==> config.mk <==
export PLATFORM = sky130hd
export DESIGN_NAME = ipv6_text_address_parser
export DESIGN_NICKNAME = d
export VERILOG_FILES = /design/src/rtl/i6p_pkg.sv /design/src/rtl/ipv6_text_address_parser.sv /design/src/rtl/i6p_front.sv /design/src/rtl/i6p_queue.sv /design/src/rtl/i6p_back.sv
export SDC_FILE = /design/constraint.sdc
export NUM_CORES = 1
export LEC_CHECK = 0
export BUFFER_PORTS_ARGS = -buffer_cell sky130_fd_sc_hd__buf_2
export CELL_PAD_IN_SITES_DETAIL_PLACEMENT = 1
export CELL_PAD_IN_SITES_GLOBAL_PLACEMENT = 1
export CORE_ASPECT_RATIO = 1.4
export CORE_MARGIN = 3
export CORE_UTILIZATION = 40
export DETAILED_ROUTE_END_ITERATION = 10
export PLACE_DENSITY_LB_ADDON = 0.1
export SLEW_MARGIN = 20
export SYNTH_ARGS = -nofsm -noshare
export SYNTH_HDL_FRONTEND = slang
export SYNTH_HIERARCHICAL = 1
export SYNTH_SLANG_ARGS = --single-unit
export TNS_END_PERCENT = 10
==> constraint.sdc <==
create_clock -name i_clk -period 27.4 [get_ports i_clk]
set_clock_uncertainty 0.1 [all_clocks]
set_input_delay 4.11 -clock i_clk [delete_from_list [all_inputs] [get_ports i_clk]]
set_output_delay 4.11 -clock i_clk [all_outputs]
set_load 0.01 [all_outputs]
==> src/rtl/i6p_pkg.sv <==
// Shared types and constants of the IPv6 text address parser.
package i6p_pkg;

    localparam int MAX_LEN_DEF = 40;
    localparam int CCNT_W      = 6;
    localparam int NGROUPS     = 8;

    localparam logic [7:0] CH_COLON   = 8'h3A;
    localparam logic [7:0] CH_ZERO    = 8'h30;
    localparam logic [7:0] CH_NINE    = 8'h39;
    localparam logic [7:0] CH_UPPER_A = 8'h41;
    localparam logic [7:0] CH_UPPER_F = 8'h46;
    localparam logic [7:0] CH_LOWER_A = 8'h61;
    localparam logic [7:0] CH_LOWER_F = 8'h66;

    localparam logic [1:0] ST_OK     = 2'd0;
    localparam logic [1:0] ST_LONG   = 2'd1;
    localparam logic [1:0] ST_SYNTAX = 2'd2;

    typedef enum logic [2:0] {
        PH_START,
        PH_LEADCOLON,
        PH_DIGITS,
        PH_COLON,
        PH_GAP
    } t_phase;

    typedef struct packed {
        logic load;
        logic shift;
        logic gap;
        logic finish;
        logic syntax;
    } t_act;

    typedef struct packed {
        logic [NGROUPS-1:0][15:0] groups;
        logic                     gap_seen;
        logic [3:0]               gap_pos;
        logic [3:0]               group_count;
        logic [1:0]               status;
    } t_rec;

endpackage

==> src/rtl/ipv6_text_address_parser.sv <==
// Top level of the IPv6 text address parser.
//
//   port group   dir  handshake               word
//   input        in   i_in_valid / o_in_stall  i_character, i_last
//   result       out  o_out_valid / i_out_stall o_address_high, o_address_low, o_status
//
// One character is taken per cycle while not stalled; the group state is registered.
// A finished record goes into the queue and from there into the output register.
// Results wait in a two-entry queue; the input stalls only when both entries are full.
// Reset is synchronous and clears all control state; the group store is not cleared.
module ipv6_text_address_parser import i6p_pkg::*; #(
    parameter int MAX_LEN = MAX_LEN_DEF
) (
    input  logic        i_clk,
    input  logic        i_rst_n,
    input  logic        i_in_valid,
    input  logic [7:0]  i_character,
    input  logic        i_last,
    output logic        o_in_stall,
    output logic        o_out_valid,
    output logic [63:0] o_address_high,
    output logic [63:0] o_address_low,
    output logic [1:0]  o_status,
    input  logic        i_out_stall
);

    logic q_push, q_full, q_valid, q_pop;
    t_rec f_rec, q_rec;

    i6p_front #(.MAX_LEN(MAX_LEN)) u_front (
        .i_clk       (i_clk),
        .i_rst_n     (i_rst_n),
        .i_valid     (i_in_valid),
        .i_character (i_character),
        .i_last      (i_last),
        .o_stall     (o_in_stall),
        .o_push      (q_push),
        .o_rec       (f_rec),
        .i_full      (q_full)
    );

    i6p_queue u_queue (
        .i_clk   (i_clk),
        .i_rst_n (i_rst_n),
        .i_push  (q_push),
        .i_rec   (f_rec),
        .o_full  (q_full),
        .o_valid (q_valid),
        .o_rec   (q_rec),
        .i_pop   (q_pop)
    );

    i6p_back u_back (
        .i_clk          (i_clk),
        .i_rst_n        (i_rst_n),
        .i_valid        (q_valid),
        .i_rec          (q_rec),
        .o_pop          (q_pop),
        .o_valid        (o_out_valid),
        .o_address_high (o_address_high),
        .o_address_low  (o_address_low),
        .o_status       (o_status),
        .i_stall        (i_out_stall)
    );

    a_err_zero: assert property (@(posedge i_clk) disable iff (!i_rst_n)
        (o_out_valid && (o_status != ST_OK)) |->
            ((o_address_high == 64'd0) && (o_address_low == 64'd0)))
        else $error("nonzero address with error status");

    a_status_code: assert property (@(posedge i_clk) disable iff (!i_rst_n)
        o_out_valid |->
            ((o_status == ST_OK) || (o_status == ST_LONG) || (o_status == ST_SYNTAX)))
        else $error("undefined status code");

    a_no_overflow: assert property (@(posedge i_clk) disable iff (!i_rst_n)
        !(q_push && q_full))
        else $error("record pushed into full queue");

    a_gap_count: assert property (@(posedge i_clk) disable iff (!i_rst_n)
        (q_valid && (q_rec.status == ST_OK) && q_rec.gap_seen) |->
            (q_rec.gap_pos <= q_rec.group_count))
        else $error("gap beyond stored groups");

endmodule

==> src/rtl/i6p_front.sv <==
// Character parser: tracks groups and the gap, emits one record per string.
module i6p_front import i6p_pkg::*; #(
    parameter int MAX_LEN = MAX_LEN_DEF
) (
    input  logic       i_clk,
    input  logic       i_rst_n,
    input  logic       i_valid,
    input  logic [7:0] i_character,
    input  logic       i_last,
    output logic       o_stall,
    output logic       o_push,
    output t_rec       o_rec,
    input  logic       i_full
);

    t_phase                   r_phase, a_phase, n_phase;
    logic [3:0]               r_gc, n_gc;
    logic [3:0]               r_gpos, n_gpos;
    logic                     r_gap, n_gap;
    logic [15:0]              r_gv, n_gv;
    logic [2:0]               r_dc, n_dc;
    logic [NGROUPS-1:0][15:0] r_store, n_store;
    logic [CCNT_W-1:0]        r_cc, n_cc;
    logic [1:0]               r_err, n_err, err_a;

    t_act       act;
    logic       accept, long_now, active;
    logic       is_num, is_hex, is_colon;
    logic [3:0] digit;

    logic [NGROUPS-1:0][15:0] fin_store;
    logic [3:0]               fin_gc;
    logic [1:0]               fin_err;

    assign accept  = i_valid && !i_full;
    assign o_stall = i_full;

    assign is_num   = (i_character >= CH_ZERO) && (i_character <= CH_NINE);
    assign is_hex   = is_num
                   || ((i_character >= CH_UPPER_A) && (i_character <= CH_UPPER_F))
                   || ((i_character >= CH_LOWER_A) && (i_character <= CH_LOWER_F));
    assign is_colon = (i_character == CH_COLON);
    assign digit    = is_num ? i_character[3:0] : i_character[3:0] + 4'd9;

    assign long_now = (r_cc >= CCNT_W'(MAX_LEN));
    assign err_a    = long_now ? ST_LONG : r_err;
    assign active   = (err_a == ST_OK);

    // next phase and per-character action
    always_comb begin
        a_phase = r_phase;
        act     = '0;
        if (is_hex) begin
            case (r_phase)
                PH_START, PH_COLON, PH_GAP: begin
                    act.load = 1'b1;
                    a_phase  = PH_DIGITS;
                end
                PH_DIGITS: begin
                    if (r_dc >= 3'd4) act.syntax = 1'b1;
                    else              act.shift  = 1'b1;
                end
                default: act.syntax = 1'b1;
            endcase
        end else if (is_colon) begin
            case (r_phase)
                PH_START: a_phase = PH_LEADCOLON;
                PH_LEADCOLON, PH_COLON: begin
                    if (r_gap) begin
                        act.syntax = 1'b1;
                    end else begin
                        act.gap = 1'b1;
                        a_phase = PH_GAP;
                    end
                end
                PH_DIGITS: begin
                    if (r_gc >= 4'd7) begin
                        act.syntax = 1'b1;
                    end else begin
                        act.finish = 1'b1;
                        a_phase    = PH_COLON;
                    end
                end
                default: act.syntax = 1'b1;
            endcase
        end else begin
            act.syntax = 1'b1;
        end
    end

    // datapath update
    always_comb begin
        n_phase = active ? a_phase : r_phase;
        n_err   = (active && act.syntax) ? ST_SYNTAX : err_a;
        n_cc    = long_now ? r_cc : r_cc + 1'b1;
        n_gv    = r_gv;
        n_dc    = r_dc;
        n_gc    = r_gc;
        n_gap   = r_gap;
        n_gpos  = r_gpos;
        n_store = r_store;
        if (active) begin
            if (act.load) begin
                n_gv = {12'd0, digit};
                n_dc = 3'd1;
            end
            if (act.shift) begin
                n_gv = {r_gv[11:0], digit};
                n_dc = r_dc + 3'd1;
            end
            if (act.gap) begin
                n_gap  = 1'b1;
                n_gpos = r_gc;
            end
            if (act.finish) begin
                n_store[r_gc[2:0]] = r_gv;
                n_gc = r_gc + 4'd1;
                n_gv = '0;
                n_dc = '0;
            end
        end
    end

    // end-of-string checks
    always_comb begin
        fin_store = n_store;
        fin_gc    = n_gc;
        fin_err   = n_err;
        if (fin_err == ST_OK) begin
            if (n_phase == PH_DIGITS) begin
                if (n_gc >= 4'd8) begin
                    fin_err = ST_SYNTAX;
                end else begin
                    fin_store[n_gc[2:0]] = n_gv;
                    fin_gc = n_gc + 4'd1;
                end
            end else if (n_phase != PH_GAP) begin
                fin_err = ST_SYNTAX;
            end
        end
        if (fin_err == ST_OK) begin
            if (n_gap ? (fin_gc > 4'd7) : (fin_gc != 4'd8)) fin_err = ST_SYNTAX;
        end
    end

    assign o_push            = accept && i_last;
    assign o_rec.groups      = fin_store;
    assign o_rec.gap_seen    = n_gap;
    assign o_rec.gap_pos     = n_gpos;
    assign o_rec.group_count = fin_gc;
    assign o_rec.status      = fin_err;

    always_ff @(posedge i_clk) begin
        if (!i_rst_n) begin
            r_phase <= PH_START;
            r_gc    <= '0;
            r_gpos  <= '0;
            r_gap   <= 1'b0;
            r_gv    <= '0;
            r_dc    <= '0;
            r_cc    <= '0;
            r_err   <= ST_OK;
        end else if (accept) begin
            if (i_last) begin
                r_phase <= PH_START;
                r_gc    <= '0;
                r_gpos  <= '0;
                r_gap   <= 1'b0;
                r_gv    <= '0;
                r_dc    <= '0;
                r_cc    <= '0;
                r_err   <= ST_OK;
            end else begin
                r_phase <= n_phase;
                r_gc    <= n_gc;
                r_gpos  <= n_gpos;
                r_gap   <= n_gap;
                r_gv    <= n_gv;
                r_dc    <= n_dc;
                r_cc    <= n_cc;
                r_err   <= n_err;
            end
        end
    end

    always_ff @(posedge i_clk) begin
        if (accept) r_store <= n_store;
    end

endmodule

==> src/rtl/i6p_queue.sv <==
// Two-entry record queue between parser and expander.
module i6p_queue import i6p_pkg::*; (
    input  logic i_clk,
    input  logic i_rst_n,
    input  logic i_push,
    input  t_rec i_rec,
    output logic o_full,
    output logic o_valid,
    output t_rec o_rec,
    input  logic i_pop
);

    t_rec       r_mem [2];
    logic       r_wp, r_rp;
    logic [1:0] r_cnt;
    logic       do_push, do_pop;

    assign o_full  = (r_cnt == 2'd2);
    assign o_valid = (r_cnt != 2'd0);
    assign o_rec   = r_mem[r_rp];
    assign do_push = i_push && !o_full;
    assign do_pop  = i_pop && o_valid;

    always_ff @(posedge i_clk) begin
        if (!i_rst_n) begin
            r_wp  <= 1'b0;
            r_rp  <= 1'b0;
            r_cnt <= '0;
        end else begin
            if (do_push) r_wp <= ~r_wp;
            if (do_pop)  r_rp <= ~r_rp;
            case ({do_push, do_pop})
                2'b10:   r_cnt <= r_cnt + 2'd1;
                2'b01:   r_cnt <= r_cnt - 2'd1;
                default: r_cnt <= r_cnt;
            endcase
        end
    end

    always_ff @(posedge i_clk) begin
        if (do_push) r_mem[r_wp] <= i_rec;
    end

endmodule

==> src/rtl/i6p_back.sv <==
// Gap expansion and registered result output.
module i6p_back import i6p_pkg::*; (
    input  logic        i_clk,
    input  logic        i_rst_n,
    input  logic        i_valid,
    input  t_rec        i_rec,
    output logic        o_pop,
    output logic        o_valid,
    output logic [63:0] o_address_high,
    output logic [63:0] o_address_low,
    output logic [1:0]  o_status,
    input  logic        i_stall
);

    logic                     r_valid;
    logic [63:0]              r_hi, r_lo;
    logic [1:0]               r_status;
    logic [NGROUPS-1:0][15:0] exp_g;
    logic [3:0]               zeros, src;
    logic                     load;

    assign load  = !r_valid || !i_stall;
    assign o_pop = i_valid && load;
    assign zeros = i_rec.gap_seen ? 4'd8 - i_rec.group_count : 4'd0;

    always_comb begin
        src = '0;
        for (int p = 0; p < NGROUPS; p++) begin
            src = 4'(p) - zeros;
            if (i_rec.status != ST_OK) begin
                exp_g[p] = '0;
            end else if (!i_rec.gap_seen || (4'(p) < i_rec.gap_pos)) begin
                exp_g[p] = i_rec.groups[p];
            end else if (4'(p) < i_rec.gap_pos + zeros) begin
                exp_g[p] = '0;
            end else begin
                exp_g[p] = i_rec.groups[src[2:0]];
            end
        end
    end

    always_ff @(posedge i_clk) begin
        if (!i_rst_n) begin
            r_valid <= 1'b0;
        end else if (load) begin
            r_valid <= i_valid;
        end
    end

    always_ff @(posedge i_clk) begin
        if (o_pop) begin
            r_hi     <= {exp_g[0], exp_g[1], exp_g[2], exp_g[3]};
            r_lo     <= {exp_g[4], exp_g[5], exp_g[6], exp_g[7]};
            r_status <= i_rec.status;
        end
    end

    assign o_valid        = r_valid;
    assign o_address_high = r_hi;
    assign o_address_low  = r_lo;
    assign o_status       = r_status;

endmodule

After elaboration in Yosys (flattened, before gate mapping)
Memory sizes are Yosys's and may differ from the RTL's. A register that Yosys moved wholly into a read port is not among the register bits.
Cells that the tools add are included.
{ "totals": {"regBits": 302, "mem_bits_rw": 278, "output_inout_bits": 132, "n_memories": 1} }
{ "memory_table": {"columns": ["memory", "depth", "word_bits", "rd", "rd_ports_with_merged_regs", "wr", "line", "source"], "rows": [
  ["u_queue.r_mem", 2, 139, 1, 1, 1, "i6p_queue.sv:13", "t_rec r_mem [2];"]
]} }
{ "classes": {"add_sub_neg": 17, "magnitude_cmp": 39, "n_eq_ne": 12, "muxes": 109, "bitwise": 2, "reduce_logical": 39} }
{ "op_table": {"columns": ["op", "n"], "rows": [
  ["2-to-1 mux 128 bit", 5],
  ["2-to-1 mux 16 bit", 31],
  ["binary-select mux 16 bit (select 3 bit)", 8],
  ["bitwise mux 128 bit", 2],
  ["demux 16 bit (select 3 bit)", 2],
  ["2-to-1 mux 4 bit", 11],
  ["< comparator 3 x 4 -> 1 bit, second input constant", 10],
  ["2-to-1 mux 3 bit", 12],
  ["< comparator 3 x 4 -> 1 bit, first input constant", 8],
  ["2-to-1 mux 2 bit", 12],
  ["2-to-1 mux 1 bit", 20],
  [">= comparator 8 x 7 -> 1 bit, second input constant", 2],
  ["<= comparator 8 x 7 -> 1 bit, second input constant", 2],
  ["< comparator 1 x 4 -> 1 bit, first input constant", 4],
  ["< comparator 2 x 4 -> 1 bit, first input constant", 4],
  ["2-to-1 mux 6 bit", 2],
  ["subtractor 3 bit, first input constant", 4],
  ["logical AND 1 bit", 11],
  ["logical OR 1 bit", 11],
  ["== test 3 x 2 -> 1 bit, second input constant", 3],
  ["case mux 3 bit (3 select lines)", 1],
  ["adder 4 x 1 -> 4 bit, second input constant", 2],
  ["== test 8 x 6 -> 1 bit, second input constant", 1],
  [">= comparator 8 x 6 -> 1 bit, second input constant", 1],
  ["other kinds (36)", 49]
]} }

Longest topological paths before layout
Gate-level depths: netlist of the first run.
{ "depth": {"depth_word": 15, "depth_mapped": 16} }

Hierarchy
Netlist of the first run, hierarchy kept.
{ "modules_own_cells": {"columns": ["module", "n_inst", "cells_each", "area_per_inst_um2"], "rows": [
  ["i6p_back", 1, 799, 10580.1],
  ["i6p_queue", 1, 458, 10254.8],
  ["i6p_front", 1, 881, 9721.8]
]} }

Least setup slack after synthesis of the first run
Ideal clock, no wire load.
{ "synth_timing": {"path_kind": "input-to-reg", "start": "input i_out_stall", "end": "register u_queue.r_cnt[1]", "setup_time_ns": 0.070, "arrival_ns": 15.024, "t_required_ns": 27.230, "slack_ns": 12.206, "stages": 5, "cell_sequence": "a21boi_0 -> o21a_1 -> ha_1 -> or3_1 -> a21boi_1"} }
{ "synth_via": {"elab_chain_cells": 6, "elab_cells_between_ends": 8} }
{ "synth_lines": {"columns": ["item", "line", "source"], "rows": [
  ["from (decl)", "ipv6_text_address_parser.sv:24", "input logic i_out_stall"],
  ["logical NOT 1 bit (*)", "i6p_back.sv:22", "assign load = !r_valid || !i_stall;"],
  ["logical OR 1 bit (*)", "i6p_back.sv:22", null],
  ["logical AND 1 bit (*)", "i6p_back.sv:23", "assign o_pop = i_valid && load;"],
  ["logical AND 1 bit (*)", "i6p_queue.sv:22", "assign do_pop = i_pop && o_valid;"],
  ["net u_queue.do_pop", "i6p_queue.sv:16", "logic do_push, do_pop;"],
  ["== test 2 x 1 -> 1 bit / == test 2 bit (equally long branches)", "i6p_queue.sv:32", "case ({do_push, do_pop})"],
  ["case mux 2 bit (2 select lines) / nonzero test 2 bit (equally long branches)", null, null],
  ["to (signal assigned)", "i6p_queue.sv:33", "2'b10: r_cnt <= r_cnt + 2'd1;"],
  ["to (signal assigned)", "i6p_queue.sv:34", "2'b01: r_cnt <= r_cnt - 2'd1;"],
  ["to (signal assigned)", "i6p_queue.sv:35", "default: r_cnt <= r_cnt;"],
  ["to (decl)", "i6p_queue.sv:15", "logic [1:0] r_cnt;"]
]} }
Mark *: on every way through the listed nets, which the timed path passes. The rest lies on a longest branch.
A chain may end at the register's enable or synchronous reset.

==> reports/qor.csv, run 1 <==
metric;value;unit
cell-internal power;1920;uW
final critical-path share of the clock period;26.1;%
met1 usage;30.8;%
number of vias per cell;5.88;
initial antenna violation count;0;
Cell Count, Final, Fillers Out;3244;
Clock transition at path regs;60;ps
Cells after Synth;2138;
Layout Nets;2255;
worst hold-check path type;flop to flop;
status;completed;
starting density of the core;40.5;%
sequential area share after synthesis;55.6;%
met2 Use GR;36.6;%
Psw;805;uW
Placed Cells;3135;
Power, Total;2730;uW
Max FO, Critical Path;16;
critical path's slowest cell;nand3_2;
Fin Setup TNS;0;ps
Chip Height;333;um
CTS root buf;clkbuf_16;
WP buf/inv;2;
syn_nets;2165;
Post-CTS Setup Inserts;0;
Reg power frac;41.5;%
r2r endpoint;u_back/o_address_high[36];
Vias;19100;
hold slack;391;ps
IO Pins;145;
unrepaired setup endpoints after global routing;no;
Post-DP HPWL;61300;um
Crit. Startpoint;i_character[0];
mapped cell area;30600;um2
Max Slew Vio Count;0;
GR Util met3;3.90;%
crit-path max cell delay;680;ps
Setup violations, final;0;
busiest grt layer;met2;
antenna cell count;0;
mean area per synthesized cell;14.3;um2
Clk network pwr share;30.3;%
TritonCTS clock tree;built;
placement-stage cell area;32000;um2
Post-synth EDFFs;536;
crit path DAT;7420;ps
WL final;89700;um
I/O Buffers;144;
Tmin final;7140;ps
fraction of layout cells with a size suffix above 1;29.0;%
number of global-route vias before repair;20100;
Net Sw Frac;29.5;%
cts hold-fix bufs;0;
Critical Path RT;27680;ps
Yosys Warn Count;6;
Critical Path Sink Type;flop;
Max clock buf depth;3;
TritonCTS sink count;581;
Finished Cell Area;34000;um2
f_max;140;MHz
synthesis-to-layout area growth;11.2;%
width of the chip;240;um
Crit Path Class;primary input to flop;
R2R Setup Slk;22290;ps
Overflow after GRT;0;
count of cell types in the netlist;83;
reg2reg path depth;13;
Setup crit start kind;primary input;
DR iter-0 viols;1511;
worst IR drop on VDD;0.0486;mV
crit-path cells;buf_2, inv_1, ha_1, o21bai_1, nand4_1, nor3_4, mux2i_1, nand3_2, mux2_2;
Routed wire per std cell;27.6;um
htree depth;2;
TritonCTS Buffers;59;
# rows;119;
FFs w/ async S/R, synth;0;%
final hold violations;0;
DRC Markers;0;
core box area;75500;um2
flops & latches, synth;581;
Leak;0.0125;uW
P per Cell Area;80.3;nW/um2
Worst-Margin Slew;1130;ps
Max Cap Viol;0;
CP delay by family, top;simple AND/OR/NAND/NOR gates;
All-Layer GR Usage;22.3;%
Synth Flop Type;edfxtp_1;
largest net degree at the start of global routing;76;
Final Wtd Congestion;0.816;
number of cells on the critical path;9;
combinational share of power;28.2;%
CTS resizes;0;
worst-skew pair later-pin latency;640;ps
first-pass GRT wire length;134000;um
drt pass-1 iters;5;
Die ar.;79800;um2
Routed Antenna Nets;0;
headroom to the max-slew limit;24.6;%
CP Capture Point;u_queue/r_mem[0][91];
## power by group through the flow
| stage | combinational [uW] | clock, uW | sequential [uW] |
|---|---|---|---|
| 2_1_floorplan | 534 | 0 | 1200 |
| 3_3_place_gp | 748 | 0 | 1150 |
| 3_5_place_dp | 765 | 0 | 1150 |
| 4_1_cts | 769 | 851 | 1130 |
| 5_1_grt | 822 | 886 | 1140 |
| 6_report | 769 | 826 | 1130 |
## worst register-to-register path: cells and delay by family, from the launching register on
family / cells / cell delay (ps)
compound gates: 2 / 830
xor+xnor: 3 / 870
fa+ha+maj: 2 / 600
buf+inv: 2 / 590
flops: 1 / 490
mux: 1 / 410
simple gates: 3 / 990
## cell type report
class / count / area [um2]
fillers: 7518 / 41500
flip-flops and latches: 581 / 17000
multi-input cells: 1314 / 12400
clock buffers: 77 / 1610
well taps: 968 / 1210
repair buffers: 182 / 1030
clock inverters: 32 / 370
inverters: 90 / 350
## state kept, by name (all words and copies together) (netlist names), 3 cells and up, named ones only
name / count
u_queue/r_mem: 278
u_front/r_store: 128
u_front/r_dc: 3
u_back/o_address_low: 64
u_front/r_phase: 3
u_front/r_cc: 6
u_front/r_gpos: 4
u_front/r_gv: 16
u_back/o_address_high: 64
u_front/r_gc: 4
## how the worst min path moves through the flow
stage / from / to / slack [ps] / depth (start not counted)
floorplan: u_queue/r_wp / u_queue/r_wp / 360 / 2
global route: u_front/r_dc[0] / u_front/r_dc[0] / 450 / 2
CTS: u_front/r_dc[0] / u_front/r_dc[0] / 390 / 2
detailed placement: u_front/r_dc[0] / u_front/r_dc[0] / 380 / 2
finish: u_front/r_dc[0] / u_front/r_dc[0] / 390 / 2
global placement: u_queue/r_wp / u_queue/r_wp / 380 / 2
## routing by layer
metal | vias to the layer above | routed length [um]
met5 | - | 0
met4 | 0 | 2060
met3 | 122 | 5120
met2 | 596 | 42900
li1 | 8417 | -
met1 | 9933 | 39600
## placed cells by master (no fill, tap or decap), drive strengths merged, types with 70 or more instances in the layout
cell and instances:
mux4 128, buf 182, mux2 217, o21ai 70, mux2i 273, nor2 111, nand2 113, clkbuf 77
edfxtp 536, inv 93
## cell families after synthesis
group / Yosys count / synth area share, %
xor+xnor: 18 / 0.590
simple gates: 373 / 6.04
buf+inv: 243 / 3.93
fa+ha+maj: 14 / 0.573
flops: 581 / 55.6
compound gates: 291 / 6.76
mux: 618 / 26.5
## cells in the mapped netlist, drive strengths merged, types with 13 or more instances
cell type	n	share of area [%]
o21ai	70	1.1
mux2i	273	8.9
edfxtp	536	53
a22oi	20	0.66
dfxtp	45	2.9
a2bb2oi	64	1.8
nor2	111	1.4
o31ai	18	0.44
mux4	128	9.5
buf	76	1.7
o21a	33	0.81
ha	14	0.57
clkbuf	75	1.0
nand2b	29	0.65
and2	24	0.49
inv	90	1.1
xnor2	13	0.42
a21oi	51	0.86
nand2	113	1.4
nand3	31	0.54
mux2	217	8.0
nor2b	17	0.35
## per-stage QoR
| stage | util (%) | worst slack, ps |
|---|---|---|
| 2_1_floorplan | - | 12210 |
| 3_3_place_gp | 42.3 | 19380 |
| 3_5_place_dp | 42.4 | 19650 |
| 4_1_cts | 45.0 | 20320 |
| 5_1_grt | 45.0 | 20020 |
| 6_report | 45.0 | 20260 |
Note: power is estimated with default switching activity, not from simulation.
==> inputs of run 2 (changes only) <==
- clock period: 27.4 -> 7.15 ns (I/O delays scaled with it)
==> reports/qor.csv, run 2 (same netlist as run 1, synthesis figures left out) <==
metric;value;unit
TritonCTS clock tree;built;
Chip Height;333;um
initial antenna violation count;0;
width of the chip;240;um
critical path's slowest cell;nand3_1;
CTS root buf;clkbuf_16;
Setup violations, final;0;
cts hold-fix bufs;0;
Max FO, Critical Path;22;
Max Cap Viol;0;
fraction of layout cells with a size suffix above 1;28.7;%
synthesis-to-layout area growth;10.9;%
drt pass-1 iters;6;
Routed Antenna Nets;0;
core box area;75500;um2
unrepaired setup endpoints after global routing;no;
Overflow after GRT;0;
worst IR drop on VDD;0.172;mV
number of vias per cell;5.92;
IO Pins;145;
first-pass GRT wire length;136000;um
Leak;0.0125;uW
starting density of the core;40.5;%
antenna cell count;0;
P per Cell Area;308;nW/um2
DRC Markers;0;
htree depth;2;
# rows;119;
Crit Path Class;flop to flop;
TritonCTS sink count;581;
Post-DP HPWL;62800;um
most frequent cells in the layout;536 x edfxtp_1, 273 x mux2i_1, 214 x mux2_2;
Clock transition at path regs;60;ps
Worst-Margin Slew;1100;ps
flip-flop and latch area;17000;um2
Top Registers;u_queue/r_mem (278), u_front/r_store (128);
All-Layer GR Usage;22.7;%
Routed wire per std cell;28.1;um
Biggest register;u_queue/r_mem;
max FFs per register;278;
largest net degree at the start of global routing;99;
Critical Path Sink Type;flop;
crit-path max cell delay;730;ps
Fin Setup TNS;0;ps
Setup crit start kind;flop;
Post-CTS Setup Inserts;0;
most common cell after layout, fill and taps aside;edfxtp_1;
Crit path top cell by count;ha_1;
DR iter-0 viols;1600;
Tmin final;4740;ps
CTS resizes;0;
final hold violations;0;
Critical Path RT;7460;ps
Final Wtd Congestion;0.851;
status;completed;
worst hold-check path type;flop to flop;
crit-path cells;mux2_2, inv_1, ha_1, xnor2_2, nand2_4, inv_6, ha_1, a31oi_1, nand2_1, xor2_2, nand3_1, o21ai_0;
TritonCTS Buffers;59;
worst-skew pair later-pin latency;630;ps
Max Slew Vio Count;0;
I/O Buffers;144;
WL final;91000;um
Layout Nets;2250;
final critical-path share of the clock period;66.3;%
Max clock buf depth;3;
f_max;211;MHz
DP Worst Slack;2350;ps
Die ar.;79800;um2
headroom to the max-slew limit;26.8;%
final worst slack;2410;ps
Vias;19200;
area of the multi-input gates;12400;um2
number of global-route vias before repair;20000;
crit path DAT;5050;ps
Fill cells;7552;
## run 2: cell count changes in the layout (fill, tap and decap cells not counted), moves of 2 or more
cell        delta
buf_4          -4
clkinv_2       +3
clkinv_4       -3
clkinvlp_4     -3
clkbuf_1       +2
clkbuf_8       -2
## run 2: area by class of cell
cell class                      count  share of cell area (%)
Multi-Input combinational cell   1314                    36.7
Sequential cell                   581                    50.2
Timing Repair Buffer              177                    2.87
Clock inverter                     27                   0.912
Tap cell                          968                    3.58
Clock buffer                       78                    4.75
Inverter                           90                    1.03
## run 2: critical path: cells and delay by family (launching register included)
family	cells	cell delay (ps)
flops	1	600
compound gates	2	710
simple gates	3	1130
mux	1	430
buf+inv	2	410
xor+xnor	2	530
fa+ha+maj	2	530
## run 2: routing by layer
layer | vias up | global-route usage, % | part of all wire (%)
met5 | - | 0 | 0
met4 | 0 | 5.19 | 2.0
met3 | 110 | 2.42 | 4.5
met2 | 552 | 36.9 | 48
met1 | 10100 | 32.9 | 46
li1 | 8389 | - | -
## run 2: power by group
part,internal [uW],switching (uW)
Clock,1820,1310
Sequential,4240,117
Combinational,1290,1660
## run 2: final timing paths
kind | start | endpoint | slack (ps) | cells after the start
setup / recovery | flop | u_back/o_address_low[59] | 2410 | 12
hold / removal | u_queue/r_wp | u_queue/r_wp | 410 | 2
setup reg to reg | flop | u_back/o_address_low[59] | 2410 | 12
hold reg to reg | u_queue/r_wp | u_queue/r_wp | 410 | 2
## run 2: metrics by stage
stage | hold WS (ps) | instances | util, % | cell area, um2 | total power [uW]
2_1_floorplan | 357 | 2138 | - | 30600 | 6580
3_3_place_gp | 375 | 3130 | 42.3 | 31900 | 7300
3_5_place_dp | 400 | 3130 | 42.3 | 32000 | 7380
4_1_cts | 409 | 3235 | 44.9 | 33900 | 10600
5_1_grt | 443 | 3235 | 44.9 | 33900 | 10900
6_report | 409 | 3235 | 44.9 | 33900 | 10400
==> inputs of run 3 (changes only) <==
- clock period: 7.15 -> 4 ns (I/O delays scaled with it)
==> reports/qor.csv, run 3 (same netlist as run 1, synthesis figures left out) <==
metric;value;unit
Die ar.;79800;um2
WP buf/inv;3;
max FFs per register;278;
unrepaired setup endpoints after global routing;no;
critical path's slowest cell;dfxtp_4;
TritonCTS Buffers;59;
final critical-path share of the clock period;92.8;%
All-Layer GR Usage;22.9;%
crit-path cells;mux2_2, inv_1, ha_1, xnor2_2, nand2_4, inv_6, ha_1, a31oi_1, nand2_1, xor2_2, xor2_1, nand2_2, buf_4, o31ai_1;
CTS root buf;clkbuf_16;
crit path DAT;4050;ps
Max clock buf depth;3;
final core utilization;45.9;%
Critical Path RT;4340;ps
starting density of the core;40.5;%
headroom to the max-slew limit;32.7;%
worst IR drop on VDD;0.420;mV
Top Registers;u_queue/r_mem (278), u_front/r_store (128);
Biggest register;u_queue/r_mem;
Max FO, Critical Path;12;
# rows;119;
antenna cell count;0;
Layout Nets;2307;
DR iter-0 viols;1682;
Clock transition at path regs;60;ps
largest net degree at the start of global routing;131;
core box area;75500;um2
fraction of layout cells with a size suffix above 1;30.9;%
Fill cells;7508;
Crit path top cell by count;ha_1;
Worst-Margin Slew;1010;ps
synthesis-to-layout area growth;13.4;%
Crit Path Class;flop to flop;
Routed Antenna Nets;0;
most frequent cells in the layout;536 x edfxtp_1, 273 x mux2i_1, 214 x mux2_2;
width of the chip;240;um
Routed wire per std cell;27.9;um
drt pass-1 iters;5;
f_max;269;MHz
final worst slack;288;ps
Vias;19400;
Power, Total;19000;uW
Hold Path Depth;3;
Setup violations, final;0;
Max Slew Vio Count;0;
first-pass GRT wire length;136000;um
Post-CTS Setup Inserts;0;
Final Wtd Congestion;0.863;
WL final;92000;um
crit-path max cell delay;450;ps
CP delay by family, top;XOR/XNOR gates;
TritonCTS sink count;581;
worst-skew pair later-pin latency;630;ps
number of cells on the critical path;14;
Post-DP HPWL;65400;um
number of global-route vias before repair;19900;
Setup crit start kind;flop;
worst hold-check path type;primary input to flop;
DP Worst Slack;180;ps
Max Cap Viol;0;
most common cell after layout, fill and taps aside;edfxtp_1;
IO Pins;145;
reg2reg path depth;14;
Critical Path Sink Type;flop;
Overflow after GRT;0;
I/O Buffers;144;
number of vias per cell;5.87;
status;completed;
Leak;0.0129;uW
Tmin final;3710;ps
DRC Markers;0;
Chip Height;333;um
initial antenna violation count;2;
htree depth;2;
TritonCTS clock tree;built;
cts hold-fix bufs;0;
P per Cell Area;549;nW/um2
CTS resizes;0;
final hold violations;0;
## run 3: report_power, final
group	switching [uW]	internal, uW	leakage [uW]
registers	208	7570	0.00540
logic	3040	2440	0.00647
clock network	2410	3360	0.000992
## run 3: worst paths after layout
path / end / start / slack [ps]
min: u_back/o_valid / i_out_stall / 180
max reg2reg: u_back/o_address_low[22] / flop / 290
max: u_back/o_address_low[22] / flop / 290
min reg2reg: u_front/r_dc[0] / u_front/r_dc[0] / 410
## run 3: layout make-up
cell class / instances / area, um2 / share of cell area [%]
Tap cell: 968 / 1210 / 3.50
Inverter: 90 / 350 / 1.01
Timing Repair Buffer: 234 / 1660 / 4.79
Multi-Input combinational cell: 1314 / 12400 / 35.8
Sequential cell: 581 / 17000 / 49.1
Clock inverter: 38 / 415 / 1.20
Clock buffer: 73 / 1600 / 4.62
## run 3: worst reg2reg max path: cells and delay by family (launching register included)
kind                     cells  cell delay (ps)
multiplexers                 1              410
XOR/XNOR                     3              680
flip-flops                   1              450
adder cells (fa/ha/maj)      2              480
AO/OA/AOI/OAI                2              480
AND/OR/NAND/NOR              3              490
buffers and inverters        3              430
## run 3: metal layers
metal | part of all wire, % | global-route usage [%] | up-vias
li1 | - | - | 8519
met1 | 46 | 33.2 | 10100
met2 | 46 | 36.1 | 632
met3 | 5.4 | 3.09 | 147
met4 | 3.0 | 6.95 | 2
met5 | 0.013 | 0 | -
## run 3: per-stage QoR
| stage | instances | setup TNS [ps] | hold WS, ps | area (um2) |
|---|---|---|---|---|
| 2_1_floorplan | 2138 | -299730 | 357 | 30600 |
| 3_3_place_gp | 3187 | 0 | 375 | 32600 |
| 3_5_place_dp | 3187 | 0 | 385 | 32600 |
| 4_1_cts | 3298 | 0 | 131 | 34600 |
| 5_1_grt | 3298 | 0 | 161 | 34600 |
| 6_report | 3298 | 0 | 181 | 34600 |
